--- src/rtl/tpi_pkg.sv ---
package tpi_pkg;

  // Field widths
  localparam int COORD_W = 21;
  localparam int YOUT_W  = 20;
  localparam int ANG_W   = 12;
  localparam int AOUT_W  = 13;
  localparam int W_W     = 11;
  localparam int IDX_W   = 8;
  localparam int KIND_W  = 3;
  localparam int CNT_W   = 9;
  localparam int OP_W    = 22;
  localparam int ACC_W   = 32;

  localparam logic [W_W-1:0]   W_FULL    = 11'h400;
  localparam logic [W_W-1:0]   W_HALF    = 11'h200;
  localparam logic [CNT_W-1:0] CNT_RESET = 9'd2;

  typedef enum logic [KIND_W-1:0] {
    KIND_WRITE  = 3'd0,
    KIND_POS    = 3'd1,
    KIND_ANG    = 3'd2,
    KIND_REV    = 3'd3,
    KIND_SMOOTH = 3'd4
  } kind_t;

  typedef enum logic [1:0] {
    ADDR_IDX,
    ADDR_BACK,
    ADDR_FWD
  } addr_sel_t;

  typedef enum logic [2:0] {
    MAC_X,
    MAC_Y,
    MAC_Z,
    MAC_ANG,
    MAC_H01,
    MAC_H02,
    MAC_H3A
  } mac_src_t;

  typedef enum logic [2:0] {
    RES_NONE,
    RES_FLAG,
    RES_POS,
    RES_ANG,
    RES_REV
  } res_sel_t;

  typedef enum logic [3:0] {
    ST_IDLE,
    ST_RD,
    ST_P1,
    ST_P2,
    ST_P3,
    ST_A1,
    ST_S1,
    ST_S2,
    ST_S3,
    ST_S4,
    ST_S5,
    ST_S6,
    ST_DONE
  } state_t;

  typedef struct packed {
    logic signed [COORD_W-1:0] x;
    logic signed [COORD_W-1:0] y;
    logic signed [COORD_W-1:0] z;
    logic [ANG_W-1:0]          ang;
  } point_t;

  typedef struct packed {
    logic      latch;
    logic      rd_en;
    addr_sel_t addr_sel;
    mac_src_t  mac_src;
    logic      half_w;
    logic      save_x;
    logic      save_y;
    logic      hsave;
    logic [1:0] hsel;
    logic      hold;
    logic      load_out;
    res_sel_t  res_sel;
  } cmd_t;

  typedef struct packed {
    logic in_bad;
  } sts_t;

endpackage

--- src/rtl/tpi_ctrl.sv ---
module tpi_ctrl (
  input  logic                       clk,
  input  logic                       rst,
  input  logic                       in_valid,
  input  logic [tpi_pkg::KIND_W-1:0] in_kind,
  output logic                       in_ready,
  output logic                       out_valid,
  input  logic                       out_ready,
  input  tpi_pkg::sts_t              sts,
  output tpi_pkg::cmd_t              cmd
);

  tpi_pkg::state_t   state, state_next;
  tpi_pkg::kind_t    kind_q, kind_q_next;
  tpi_pkg::res_sel_t res_q, res_q_next;
  logic              out_valid_next;

  // State and control registers
  always_ff @(posedge clk) begin
    if (rst) begin
      state     <= tpi_pkg::ST_IDLE;
      kind_q    <= tpi_pkg::KIND_WRITE;
      res_q     <= tpi_pkg::RES_NONE;
      out_valid <= 1'b0;
    end else begin
      state     <= state_next;
      kind_q    <= kind_q_next;
      res_q     <= res_q_next;
      out_valid <= out_valid_next;
    end
  end

  // Next state and datapath commands
  always_comb begin
    state_next  = state;
    kind_q_next = kind_q;
    res_q_next  = res_q;
    cmd         = '0;
    in_ready    = 1'b0;
    case (state)
      tpi_pkg::ST_IDLE: begin
        in_ready = 1'b1;
        if (in_valid) begin
          cmd.latch   = 1'b1;
          kind_q_next = tpi_pkg::kind_t'(in_kind);
          case (tpi_pkg::kind_t'(in_kind))
            tpi_pkg::KIND_WRITE: begin
              res_q_next = tpi_pkg::RES_FLAG;
              state_next = tpi_pkg::ST_DONE;
            end
            tpi_pkg::KIND_POS, tpi_pkg::KIND_ANG, tpi_pkg::KIND_REV,
            tpi_pkg::KIND_SMOOTH: begin
              if (sts.in_bad) begin
                res_q_next = tpi_pkg::RES_FLAG;
                state_next = tpi_pkg::ST_DONE;
              end else begin
                state_next = tpi_pkg::ST_RD;
                if (tpi_pkg::kind_t'(in_kind) == tpi_pkg::KIND_POS) begin
                  res_q_next = tpi_pkg::RES_POS;
                end else if (tpi_pkg::kind_t'(in_kind) == tpi_pkg::KIND_REV) begin
                  res_q_next = tpi_pkg::RES_REV;
                end else begin
                  res_q_next = tpi_pkg::RES_ANG;
                end
              end
            end
            default: begin
              res_q_next = tpi_pkg::RES_NONE;
              state_next = tpi_pkg::ST_DONE;
            end
          endcase
        end
      end
      tpi_pkg::ST_RD: begin
        cmd.rd_en    = 1'b1;
        cmd.addr_sel = tpi_pkg::ADDR_IDX;
        case (kind_q)
          tpi_pkg::KIND_POS:    state_next = tpi_pkg::ST_P1;
          tpi_pkg::KIND_SMOOTH: state_next = tpi_pkg::ST_S1;
          default:              state_next = tpi_pkg::ST_A1;
        endcase
      end
      // position: x, y, z through the shared multiply-add
      tpi_pkg::ST_P1: begin
        cmd.mac_src = tpi_pkg::MAC_X;
        state_next  = tpi_pkg::ST_P2;
      end
      tpi_pkg::ST_P2: begin
        cmd.mac_src = tpi_pkg::MAC_Y;
        cmd.save_x  = 1'b1;
        state_next  = tpi_pkg::ST_P3;
      end
      tpi_pkg::ST_P3: begin
        cmd.mac_src = tpi_pkg::MAC_Z;
        cmd.save_y  = 1'b1;
        state_next  = tpi_pkg::ST_DONE;
      end
      tpi_pkg::ST_A1: begin
        cmd.mac_src = tpi_pkg::MAC_ANG;
        state_next  = tpi_pkg::ST_DONE;
      end
      // smoothed: three segment headings, then three half blends
      tpi_pkg::ST_S1: begin
        cmd.rd_en    = 1'b1;
        cmd.addr_sel = tpi_pkg::ADDR_BACK;
        cmd.mac_src  = tpi_pkg::MAC_ANG;
        state_next   = tpi_pkg::ST_S2;
      end
      tpi_pkg::ST_S2: begin
        cmd.rd_en    = 1'b1;
        cmd.addr_sel = tpi_pkg::ADDR_FWD;
        cmd.mac_src  = tpi_pkg::MAC_ANG;
        cmd.hsave    = 1'b1;
        cmd.hsel     = 2'd0;
        state_next   = tpi_pkg::ST_S3;
      end
      tpi_pkg::ST_S3: begin
        cmd.mac_src = tpi_pkg::MAC_ANG;
        cmd.hsave   = 1'b1;
        cmd.hsel    = 2'd1;
        state_next  = tpi_pkg::ST_S4;
      end
      tpi_pkg::ST_S4: begin
        cmd.mac_src = tpi_pkg::MAC_H01;
        cmd.half_w  = 1'b1;
        cmd.hsave   = 1'b1;
        cmd.hsel    = 2'd2;
        state_next  = tpi_pkg::ST_S5;
      end
      tpi_pkg::ST_S5: begin
        cmd.mac_src = tpi_pkg::MAC_H02;
        cmd.half_w  = 1'b1;
        cmd.hsave   = 1'b1;
        cmd.hsel    = 2'd3;
        state_next  = tpi_pkg::ST_S6;
      end
      tpi_pkg::ST_S6: begin
        cmd.mac_src = tpi_pkg::MAC_H3A;
        cmd.half_w  = 1'b1;
        state_next  = tpi_pkg::ST_DONE;
      end
      tpi_pkg::ST_DONE: begin
        // keep the final sum while the output is busy
        cmd.hold = 1'b1;
        if (!out_valid || out_ready) begin
          cmd.load_out = 1'b1;
          cmd.res_sel  = res_q;
          state_next   = tpi_pkg::ST_IDLE;
        end
      end
      default: state_next = tpi_pkg::ST_IDLE;
    endcase
  end

  // Output register occupancy
  always_comb begin
    out_valid_next = out_valid;
    if (cmd.load_out) begin
      out_valid_next = 1'b1;
    end else if (out_ready) begin
      out_valid_next = 1'b0;
    end
  end

endmodule

--- config.mk ---
export PLATFORM = sky130hd
export DESIGN_NAME = tpi_ctrl
export DESIGN_NICKNAME = d
export VERILOG_FILES = /design/src/rtl/tpi_pkg.sv /design/src/rtl/tpi_ctrl.sv
export SDC_FILE = /design/constraint.sdc
export NUM_CORES = 1
export LEC_CHECK = 0
export ABC_AREA = 1
export ABC_CLOCK_PERIOD_IN_PS = 1210
export BUFFER_PORTS_ARGS = -buffer_cell sky130_fd_sc_hd__buf_2
export CAP_MARGIN = 15
export CORE_UTILIZATION = 41
export CTS_CLUSTER_DIAMETER = 100
export DETAILED_ROUTE_END_ITERATION = 8
export PLACE_DENSITY = 0.74
export SLEW_MARGIN = 25
export SYNTH_ARGS = -nofsm -noshare
export SYNTH_HDL_FRONTEND = slang
export SYNTH_SLANG_ARGS = --single-unit
export TNS_END_PERCENT = 50
--- constraint.sdc ---
create_clock -name clk -period 1.21 [get_ports clk]
set_input_delay 0.121 -clock clk [delete_from_list [all_inputs] [get_ports clk]]
set_output_delay 0.121 -clock clk [all_outputs]
set_load 0.02 [all_outputs]
Yosys cells after proc, flatten, opt, wreduce, memory -nomap -nowiden
Cells that the tools add are included.
{ "totals": {"ff_bits": 11, "input_bits": 8, "out_inout_bits": 20, "word_cells": 58} }
{ "classes": {"eq_ne": 20, "muxes": 23, "n_reduce_logical": 11} }
{ "op_table": {"columns": ["op", "n"], "rows": [
  ["case mux 4 bit (11 select lines)", 1],
  ["equality test 4 bit (second input constant)", 5],
  ["2-to-1 mux 4 bit", 5],
  ["case mux 3 bit (6 select lines)", 1],
  ["equality test 4 x 3 -> 1 bit (second input constant)", 4],
  ["case mux 3 bit (2 select lines)", 2],
  ["case mux 3 bit (4 select lines)", 1],
  ["2-to-1 mux 3 bit", 3],
  ["case mux 3 bit (3 select lines)", 1],
  ["equality test 4 x 2 -> 1 bit (second input constant)", 2],
  ["2-to-1 mux 1 bit", 8],
  ["OR reduction 4 bit", 2],
  ["equality test 3 x 1 -> 1 bit (second input constant)", 2],
  ["equality test 3 x 2 -> 1 bit (second input constant)", 2],
  ["equality test 3 bit (second input constant)", 2],
  ["OR reduction 3 bit", 2],
  ["2-to-1 mux 5 bit", 1],
  ["equality test 4 x 1 -> 1 bit (second input constant)", 1],
  ["logical NOT 4 bit", 1],
  ["!= test 2 bit (second input constant)", 2],
  ["AND reduction 2 bit", 2],
  ["logical NOT 3 bit", 1],
  ["nonzero test 2 bit", 1],
  ["logical NOT 1 bit", 1],
  ["logical OR 1 bit", 1]
]} }

Logic depth before layout (Yosys ltp)
Gate-level depths: netlist (run 1).
{ "logic_depth": {"ltp_word": 5, "mapped_depth": 8} }

Worst setup path before layout (run 1)
OpenSTA, ideal clock, no wires.
{ "synth_path": {"kind": "reg2out", "from": "reg state[0]", "to": "out cmd[0] in the netlist's numbering", "arrival_time_ps": 1301, "required_ps": 1089, "path_slack_ps": -212, "path_stages_with_launch": 8, "n_path_buf": 0, "path_cell_list": "dfxtp_1 > inv_1 > nand2_1 > nor2_2 > inv_1 > nor2_1 > inv_1 > nor2_1"} }
{ "synth_rtl": {"columns": ["item", "line", "text"], "rows": [
  ["start, declared", "tpi_ctrl.sv:13", "tpi_pkg::state_t state, state_next;"],
  ["start signal, assigned", "tpi_ctrl.sv:21", "state <= tpi_pkg::ST_IDLE;"],
  ["start signal, assigned", "tpi_ctrl.sv:26", "state <= state_next;"],
  ["end, declared", "tpi_ctrl.sv:10", "output tpi_pkg::cmd_t cmd"]
]} }

==> results of run 1 <==
-- path summary, 6_finish.rpt --
| path | start | to | slack [ns] | cells past startpoint |
|---|---|---|---|---|
| setup reg to reg | state[2] | state[2] | -0.28 | 10 |
| hold / removal | rst | state[2] | 0.13 | 2 |
| setup / recovery | state[3] | cmd[6] | -0.33 | 7 |
| hold reg to reg | kind_q[2] | kind_q[2] | 0.51 | 2 |
-- cell usage after synthesis --
| cell type | instances | area share, % |
|---|---|---|
| inv_1 | 25 | 13 |
| nand2_1 | 24 | 12 |
| nor2_1 | 23 | 12 |
| dfxtp_1 | 11 | 30 |
| a21oi_1 | 9 | 6.2 |
| nand3_1 | 9 | 6.2 |
| o21ai_0 | 8 | 5.5 |
| a211oi_2 | 2 | 3.4 |
| nand2_2 | 2 | 1.7 |
| nor2_2 | 2 | 1.7 |
| nor3_1 | 2 | 1.4 |
| a31oi_1 | 1 | 0.86 |
| buf_1 | 1 | 0.51 |
| buf_4 | 1 | 1.0 |
| buf_6 | 1 | 1.5 |
| inv_2 | 1 | 0.51 |
| nand4_1 | 1 | 0.86 |
| o21ai_2 | 1 | 1.2 |
-- logic make-up after synthesis --
| family | count (synthesis) | share of synthesized area (%) |
|---|---|---|
| AO/OA/AOI/OAI | 21 | 17.2 |
| AND/OR/NAND/NOR | 63 | 36.1 |
| flip-flops | 11 | 30.2 |
| buffers and inverters | 29 | 16.5 |
-- cell usage in the layout, fill, tap and decap left out, drive strengths merged --
cell,synthesis,routed
nand4,1,1
nand2,26,26
nand3,9,9
a21oi,9,9
nor3,2,2
nor2,25,25
dfxtp,11,11
a31oi,1,1
clkbuf,0,3
inv,26,26
a211oi,2,2
o21ai,9,9
clkinv,0,1
buf,3,53
-- power by group through the flow --
stage,clock network [mW],registers (mW),logic (mW)
finish,0.270,0.713,2.89
global route,0.295,0.727,3.06
CTS,0.266,0.647,2.33
detailed placement,0,0.602,1.88
global placement,0,0.593,1.84
floorplan,0,0.588,1.26
-- layout make-up --
class | count | share of cell area (%)
Clock buffer | 3 | 1.67
Tap cell | 16 | 1.48
Timing Repair Buffer | 53 | 31.3
Inverter | 26 | 8.35
Clock inverter | 1 | 0.371
Sequential cell | 11 | 17.4
Multi-Input combinational cell | 84 | 39.4
-- metrics by stage --
stage / hold slack, ns / TNS (ns) / instance area [um^2]
global placement: 0.420 / -0.0153 / 980
detailed placement: 0.427 / -0.0508 / 980
CTS: 0.130 / -2.61 / 1210
global route: 0.124 / -6.04 / 1350
finish: 0.134 / -4.65 / 1350
floorplan: 0.311 / -0.285 / 764
-- routing by layer --
layer | vias to the layer above | global-route usage [%]
met1 | 521 | 31.2
met5 | - | 0
met2 | 44 | 48.5
li1 | 498 | -
met4 | 0 | 13.3
met3 | 10 | 5.71
-- flip-flops by register name (all words and copies together) (netlist names) --
name / flops
kind_q: 3
out_valid: 1
res_q: 3
state: 4
-- what timing repair did --
item | 4_1_cts | 5_1_grt
pin swaps | 6 | 8
hold buffers | 0 | 0
gates resized for setup | 53 | 28
setup buffers | 8 | 7
setup endpoints to repair | 21 | 24
==> summary.md, run 1 <==
| Metric | Value |
|---|---|
| Gate Count Post-Synth | `124` |
| Antenna viol nets, final | `0` |
| Setup Skew | `0.00173 ns` |
| CP endpoint kind | `output port` |
| Pwr Total | `3.88 mW` |
| Period Utilization, post-route | `127%` |
| Synthesized Nets | `132` |
| Synthesized area per cell | `5.87 um^2` |
| TritonRoute pass-1 iters | `7` |
| Pre-CTS setup slack | `-0.0309 ns` |
| Synth Register Bits | `11` |
| Worst slew margin | `84.5%` |
| Layout area overhead | `85.2%` |
| I/O pin count | `28` |
| Slew @ Worst Pin | `0.231 ns` |
| Skew-Pair Late Insertion Delay | `0.28 ns` |
| Largest net degree at the start of global routing | `12` |
| Clock-pin slew on the worst setup and hold paths | `0.08 ns` |
| Register area | `235 um^2` |
| Crit path arrival time | `1.42 ns` |
| Row Count | `14` |
| Combinational Power Share | `74.6%` |
| Fin crit period | `1.54 ns` |
| Yosys cell types | `18` |
| Final Net Count | `187` |
| CP bufs+invs | `4` |
| Pwr dens | `2870 nW/um^2` |
| Crit-path max FO | `4` |
| Area of the multi-input gates | `532 um^2` |
| Failing checks | `DRC, setup timing` |
| Fraction of layout cells with a size suffix above 1 | `57.9%` |
| Outcome | `finished, violations left` |
| GR Overflow Total | `0` |
| Int Power | `1.95 mW` |
| Initial antenna violation count | `0` |
| First-pass GRT wire length | `3910 um` |
| Sw power | `1.92 mW` |
| Critical path type | `flip-flop to output port` |
| Leakage power | `0.680 nW` |
| Finished Core Util | `85.6%` |
| Max Used Layer | `met4` |
| RSZ-0062 raised after global routing | `true` |
| Vias in the first global route | `930` |
| Chain of cells forming the critical path | `inv_2 > nor2_4 > inv_4 > nor2_4 > nand2_1 > inv_1 > buf_4` |
| Switching share of total power | `49.6%` |
| DR WL met3 | `167 um` |
| DIE HEIGHT | `44.1 um` |
| CP max stage delay | `0.40 ns` |
| Die area | `1950 um^2` |
| Final GP Congestion | `0.863` |
| Yosys warnings | `0` |
| Inserted Diodes | `0` |
| DRC errors left | `1` |
| Worst min path class | `input port to flip-flop` |
| Die width | `44.1 um` |
| FMAX | `0.651 GHz` |
| Met1 WL | `1170 um` |
| Drt via density | `5.53` |
| Post-Route WL | `3010 um` |
| Final Hold Vio Count | `0` |
| TritonCTS clock tree | `yes` |
| Initial Util | `46.2%` |
| Max Cap Viol | `0` |
| Register area share after synthesis | `30.2%` |
| Final Setup Violations | `29` |
| Fill cells | `83` |
| Placed instance count | `175` |
| Sink Count | `11` |
| Core Box Area | `1580 um^2` |
| H-tree levels | `1` |
| Clock buffer depth | `2` |
| VDD IR max | `1.65 mV` |
| Delay-heaviest family, CP | `flip-flops` |
| Final Worst Setup Slack | `-0.327 ns` |
| Met2 routed wirelength | `1610 um` |
| GRT Overall Usage | `27.5%` |
| Slew Limit Fails | `0` |
| Cell mode on critical path | `nor2_4` |
| Iter 0 DRT Violations | `51` |
| Worst setup SP type | `flip-flop` |
| PortBufs | `27` |
| Post-Layout Cell Count | `194` |
| Slowest-stage cell, CP | `dfxtp_4` |
| DP Wirelength | `1530 um` |
| CTS buffer count | `3` |
| Cell Area, Synth | `728 um^2` |
| Total vias in the final route | `1073` |
| Critical Path RT | `1.09 ns` |
| Drt wl/cell | `15.5 um` |
| Sequential share of power | `18.4%` |
| CTS Root Cell | `clkbuf_4` |
| Clock Power Share | `7.0%` |
(Power assumes the default switching activity.)
==> run 2: changes to the inputs <==
GPL_TIMING_DRIVEN = 1   (was default)
RECOVER_POWER = 100   (was default)
==> run 2 against run 1 <==
Effect of this change: clock skew is essentially flat; fmax about the same; global-route usage stayed put; clock power about the same; cell area about the same; die area unchanged; highest routed layer unchanged; the run still ends with DRC, setup timing left; setup slack got worse by 0.00080 ns; routed wire length barely moved; final cell count unchanged; register-to-register slack about the same.
==> summary.md, run 2 (synthesis gave the netlist of run 1 again) <==
| Metric | Value |
|---|---|
| FMAX | `0.650 GHz` |
| Row Count | `14` |
| Slew @ Worst Pin | `0.254 ns` |
| Worst setup SP type | `flip-flop` |
| Pwr Total | `3.88 mW` |
| Final Net Count | `187` |
| Sink Count | `11` |
| Switching share of total power | `49.6%` |
| H-tree levels | `1` |
| CTS Root Cell | `clkbuf_4` |
| Outcome | `finished, violations left` |
| R2R Path Start | `state[2]` |
| Initial antenna violation count | `0` |
| Final GP Congestion | `0.863` |
| Combinational Power Share | `74.6%` |
| Beginning of the worst hold path | `rst` |
| CP Launch Point | `state[3]` |
| Critical Path RT | `1.09 ns` |
| Die area | `1950 um^2` |
| Final Hold Vio Count | `0` |
| Most common cell after layout, fill and taps aside | `buf_4` |
| Setup Skew | `0.00156 ns` |
| Crit-path max FO | `4` |
| Max Cap Viol | `0` |
| Drt via density | `5.53` |
| Top flop regs | `state (4), kind_q (3), res_q (3)` |
| Layout area overhead | `85.1%` |
| Sw power | `1.92 mW` |
| Period Utilization, post-route | `127%` |
| CTS buffer count | `3` |
| Drt wl/cell | `15.5 um` |
| Most frequent cells in the layout | `30 x buf_4, 17 x nand2_1, 14 x inv_1` |
| RSZ-0062 raised after global routing | `true` |
| Int Power | `1.95 mW` |
| Post-Layout Cell Count | `194` |
| GRT Overall Usage | `27.5%` |
| Slew Limit Fails | `0` |
| Leakage power | `0.676 nW` |
| Fraction of layout cells with a size suffix above 1 | `57.3%` |
| GR Overflow Total | `0` |
| Critical path type | `flip-flop to output port` |
| Clock-pin slew on the worst setup and hold paths | `0.08 ns` |
| Worst min path class | `input port to flip-flop` |
| Die width | `44.1 um` |
| Vias in the first global route | `930` |
| TritonRoute pass-1 iters | `7` |
| Core Box Area | `1580 um^2` |
| Largest net degree at the start of global routing | `12` |
| Total vias in the final route | `1072` |
| I/O pin count | `28` |
| VDD IR max | `1.65 mV` |
| Fill cells | `84` |
| TritonCTS clock tree | `yes` |
| Worst hold stages | `2` |
| Initial Util | `46.2%` |
| Inserted Diodes | `0` |
| Final Worst Setup Slack | `-0.328 ns` |
| Iter 0 DRT Violations | `51` |
| Failing checks | `DRC, setup timing` |
| DP Wirelength | `1530 um` |
| Antenna viol nets, final | `0` |
| Area of the multi-input gates | `532 um^2` |
| Max reg flops | `4` |
| DRC errors left | `1` |
| FF-to-FF path depth | `10` |
| Crit path arrival time | `1.42 ns` |
| Worst slew margin | `83.2%` |
| Final Setup Violations | `29` |
| First-pass GRT wire length | `3910 um` |
| Fin crit period | `1.54 ns` |
| Clock Power Share | `7.0%` |
| Register area | `235 um^2` |
| Skew-Pair Late Insertion Delay | `0.28 ns` |
| Placed instance count | `175` |
| Post-Route WL | `3000 um` |
| PortBufs | `27` |
| CP endpoint kind | `output port` |
| Pwr dens | `2880 nW/um^2` |
| Setup tns final | `-4.65 ns` |
| Finished Core Util | `85.5%` |
| Largest register by flop count | `state` |
| Clock buffer depth | `2` |
| DIE HEIGHT | `44.1 um` |
| Sequential share of power | `18.4%` |
run 2: cell count changes in the layout (fill, tap and decap cells not counted), sizes merged:
cell and change:
buf -1, clkbuf +1
run 2: timing repair:
| action | CTS | global route |
|---|---|---|
| pin swaps | 6 | 8 |
| resized for setup | 53 | 28 |
| hold buffers | 0 | 0 |
| endpoints found under the setup margin | 21 | 24 |
| setup buffers | 8 | 7 |
run 2: routing by layer:
layer | global-route usage [%] | wire (um) | up-vias
met5 | 0 | 0 | -
met4 | 13.3 | 55 | 0
met3 | 5.71 | 167 | 10
met2 | 48.5 | 1610 | 44
met1 | 31.2 | 1170 | 520
li1 | - | - | 498
run 2: power by group through the flow:
stage,Combinational (mW),Sequential [mW],Clock [mW]
after detailed placement,1.88,0.602,0
after global placement,1.84,0.593,0
final,2.89,0.713,0.271
after global routing,3.06,0.727,0.295
after CTS,2.33,0.647,0.266
after floorplan,1.26,0.588,0
run 2: final cells by class:
type | instances | share of cell area (%)
multi-input combinational | 84 | 39.5
sequential | 11 | 17.5
clock buffer | 3 | 1.67
timing repair buffer | 53 | 31.2
clock inverter | 1 | 0.371
inverter | 26 | 8.36
tap | 16 | 1.49
run 2: final timing paths:
check	slack [ns]	endpoint
worst max-delay path	-0.33	cmd[6]
worst min-delay path	0.13	state[2]
worst max register to register	-0.28	state[2]
worst min register to register	0.51	kind_q[2]
run 2: through the flow:
step / cell area, um^2 / hold WS [ns] / setup slack, ns
after detailed placement: 980 / 0.427 / -0.0309
final: 1350 / 0.133 / -0.328
after floorplan: 764 / 0.311 / -0.0490
after global placement: 980 / 0.420 / -0.0153
after global routing: 1350 / 0.124 / -0.376
after CTS: 1210 / 0.130 / -0.203
run 2: critical path, cell delays in order, from the launching register on:
cell     delay, ns
dfxtp_4       0.40
inv_2         0.07
nor2_4        0.13
inv_4         0.07
nor2_4        0.13
nand2_1       0.09
inv_1         0.09
buf_4         0.15
==> run 3: changes to the inputs <==
REMOVE_ABC_BUFFERS = 1   (was default)
==> run 3 against run 2 <==
Effect of this change: the run still ends with DRC, setup timing left; first-iteration DRC count shrank 82%; register-to-register slack gained 0.22 ns; hold slack gained 0.011 ns; clock-buffer cell count grew 1; critical path depth is the same; critical path type unchanged.
==> summary.md, run 3 (synthesis gave the netlist of run 1 again) <==
| Metric | Value |
|---|---|
| Pwr Total | `3.21 mW` |
| Leakage power | `0.606 nW` |
| R2R Path Start | `state[0]` |
| Critical path type | `flip-flop to output port` |
| Worst hold stages | `2` |
| Setup Skew | `0.00341 ns` |
| Inserted Diodes | `0` |
| FF-to-FF path depth | `8` |
| Antenna viol nets, final | `0` |
| FMAX | `0.679 GHz` |
| Critical Path RT | `1.09 ns` |
| Fill cells | `128` |
| Met2 routed wirelength | `1250 um` |
| Fin area | `1190 um^2` |
| Skew-Pair Late Insertion Delay | `0.27 ns` |
| Initial Util | `46.2%` |
| Slowest-stage cell, CP | `dfxtp_4` |
| GR Overflow Total | `0` |
| CTS Root Cell | `clkbuf_4` |
| Area of the multi-input gates | `482 um^2` |
| Total vias in the final route | `916` |
| Row Count | `14` |
| Slew @ Worst Pin | `0.258 ns` |
| Most common cell after layout, fill and taps aside | `buf_4` |
| Final Setup Violations | `20` |
| CP endpoint kind | `output port` |
| CP max stage delay | `0.39 ns` |
| Most frequent cells in the layout | `27 x buf_4, 17 x inv_1, 17 x nand2_1` |
| CP bufs+invs | `3` |
| Initial antenna violation count | `0` |
| Register area | `235 um^2` |
| Max reg flops | `4` |
| End of the critical path | `cmd[2]` |
| Top flop regs | `state (4), kind_q (3), res_q (3)` |
| Slew Limit Fails | `0` |
| Worst slew margin | `82.8%` |
| Max Used Layer | `met4` |
| CTS buffer count | `3` |
| Largest register by flop count | `state` |
| Drt via density | `4.95` |
| Drt wl/cell | `12.0 um` |
| TritonRoute pass-1 iters | `5` |
| DRC errors left | `3` |
| Sink Count | `11` |
| Outcome | `finished, violations left` |
| Clock buffer depth | `2` |
| H-tree levels | `1` |
| Core Box Area | `1580 um^2` |
| VDD IR max | `1.47 mV` |
| Worst min path class | `input port to flip-flop` |
| Met1 WL | `824 um` |
| Largest net degree at the start of global routing | `12` |
| PortBufs | `27` |
| Delay-heaviest family, CP | `simple AND/OR/NAND/NOR gates` |
| GRT Overall Usage | `23.2%` |
| Final Hold Vio Count | `0` |
| Layout area overhead | `62.9%` |
| Die width | `44.1 um` |
| DIE HEIGHT | `44.1 um` |
| Chain of cells forming the critical path | `nand2_2 > nor2_4 > inv_2 > nor2_4 > inv_2 > nor2_2 > buf_6` |
| Fraction of layout cells with a size suffix above 1 | `51.5%` |
| I/O pin count | `28` |
| CP Launch Point | `state[2]` |
| Failing checks | `DRC, setup timing` |
| TritonCTS clock tree | `yes` |
| RSZ-0062 raised after global routing | `true` |
| Clock-pin slew on the worst setup and hold paths | `0.07 ns` |
| Pwr dens | `2710 nW/um^2` |
| Worst R2R End | `state[2]` |
| Finished Core Util | `75.2%` |
| Setup slack, reg-to-reg | `-0.06 ns` |
| Die area | `1950 um^2` |
| Post-DP Area | `966 um^2` |
| Iter 0 DRT Violations | `9` |
| Crit-path max FO | `4` |
| Post-Route WL | `2230 um` |
| Pre-CTS setup slack | `-0.0841 ns` |
| Final GP Congestion | `0.876` |
| Final Worst Setup Slack | `-0.263 ns` |
| Period Utilization, post-route | `122%` |
| Fin crit period | `1.47 ns` |
| CP Depth | `7` |
| Worst setup SP type | `flip-flop` |
| Max Cap Viol | `0` |
| DP Wirelength | `1550 um` |
| DR WL met3 | `95 um` |
| Crit path arrival time | `1.35 ns` |
| Post-CTS Hold Buffers | `0` |
| First-pass GRT wire length | `3370 um` |
| Hold WS | `0.145 ns` |
| Final Net Count | `178` |
| Vias in the first global route | `846` |
[run 3: layer usage]
layer,GRT usage [%],vias up
met5,0,-
met4,13.3,0
met3,3.67,8
met2,42.4,27
met1,25.1,406
li1,-,475
[run 3: final cells by class]
class / instances / area share, %
well taps: 16 / 1.69
inverters: 26 / 8.86
multi-input cells: 84 / 40.6
repair buffers: 44 / 26.8
clock buffers: 4 / 2.22
flip-flops and latches: 11 / 19.8
[run 3: what timing repair did]
item / 4_1_cts / 5_1_grt
gates resized for setup: 24 / 45
gates cloned: 0 / 0
pin swaps: 1 / 7
endpoints found under the setup margin: 21 / 24
setup buffers: 1 / 2
[run 3: worst register-to-register path, delay by kind of cell, from the launching register on]
kind	cells	cell delay, ns
DFF	1	0.36
and+or+nand+nor	4	0.32
AOI/OAI and AO/OA	2	0.19
buffers and inverters	2	0.28
[run 3: worst min path at each step]
stage | slack (ns) | end | startpoint
2_1_floorplan | 0.19 | out_valid | rst
3_3_place_gp | 0.42 | state[1] | rst
3_5_place_dp | 0.43 | state[1] | rst
4_1_cts | 0.14 | state[1] | rst
5_1_grt | 0.14 | state[1] | rst
6_report | 0.14 | state[1] | rst
[run 3: where the power goes]
part | internal, mW | leakage (nW) | switching [mW]
Combinational | 0.961 | 0.498 | 1.32
Sequential | 0.534 | 0.0932 | 0.145
Clock | 0.128 | 0.0150 | 0.124
[run 3: per-stage QoR]
step	cells	setup TNS [ns]
finish	185	-2.62
global route	185	-4.20
CTS	183	-2.90
detailed placement	178	-0.187
global placement	178	-0.0270
floorplan	121	-1.84
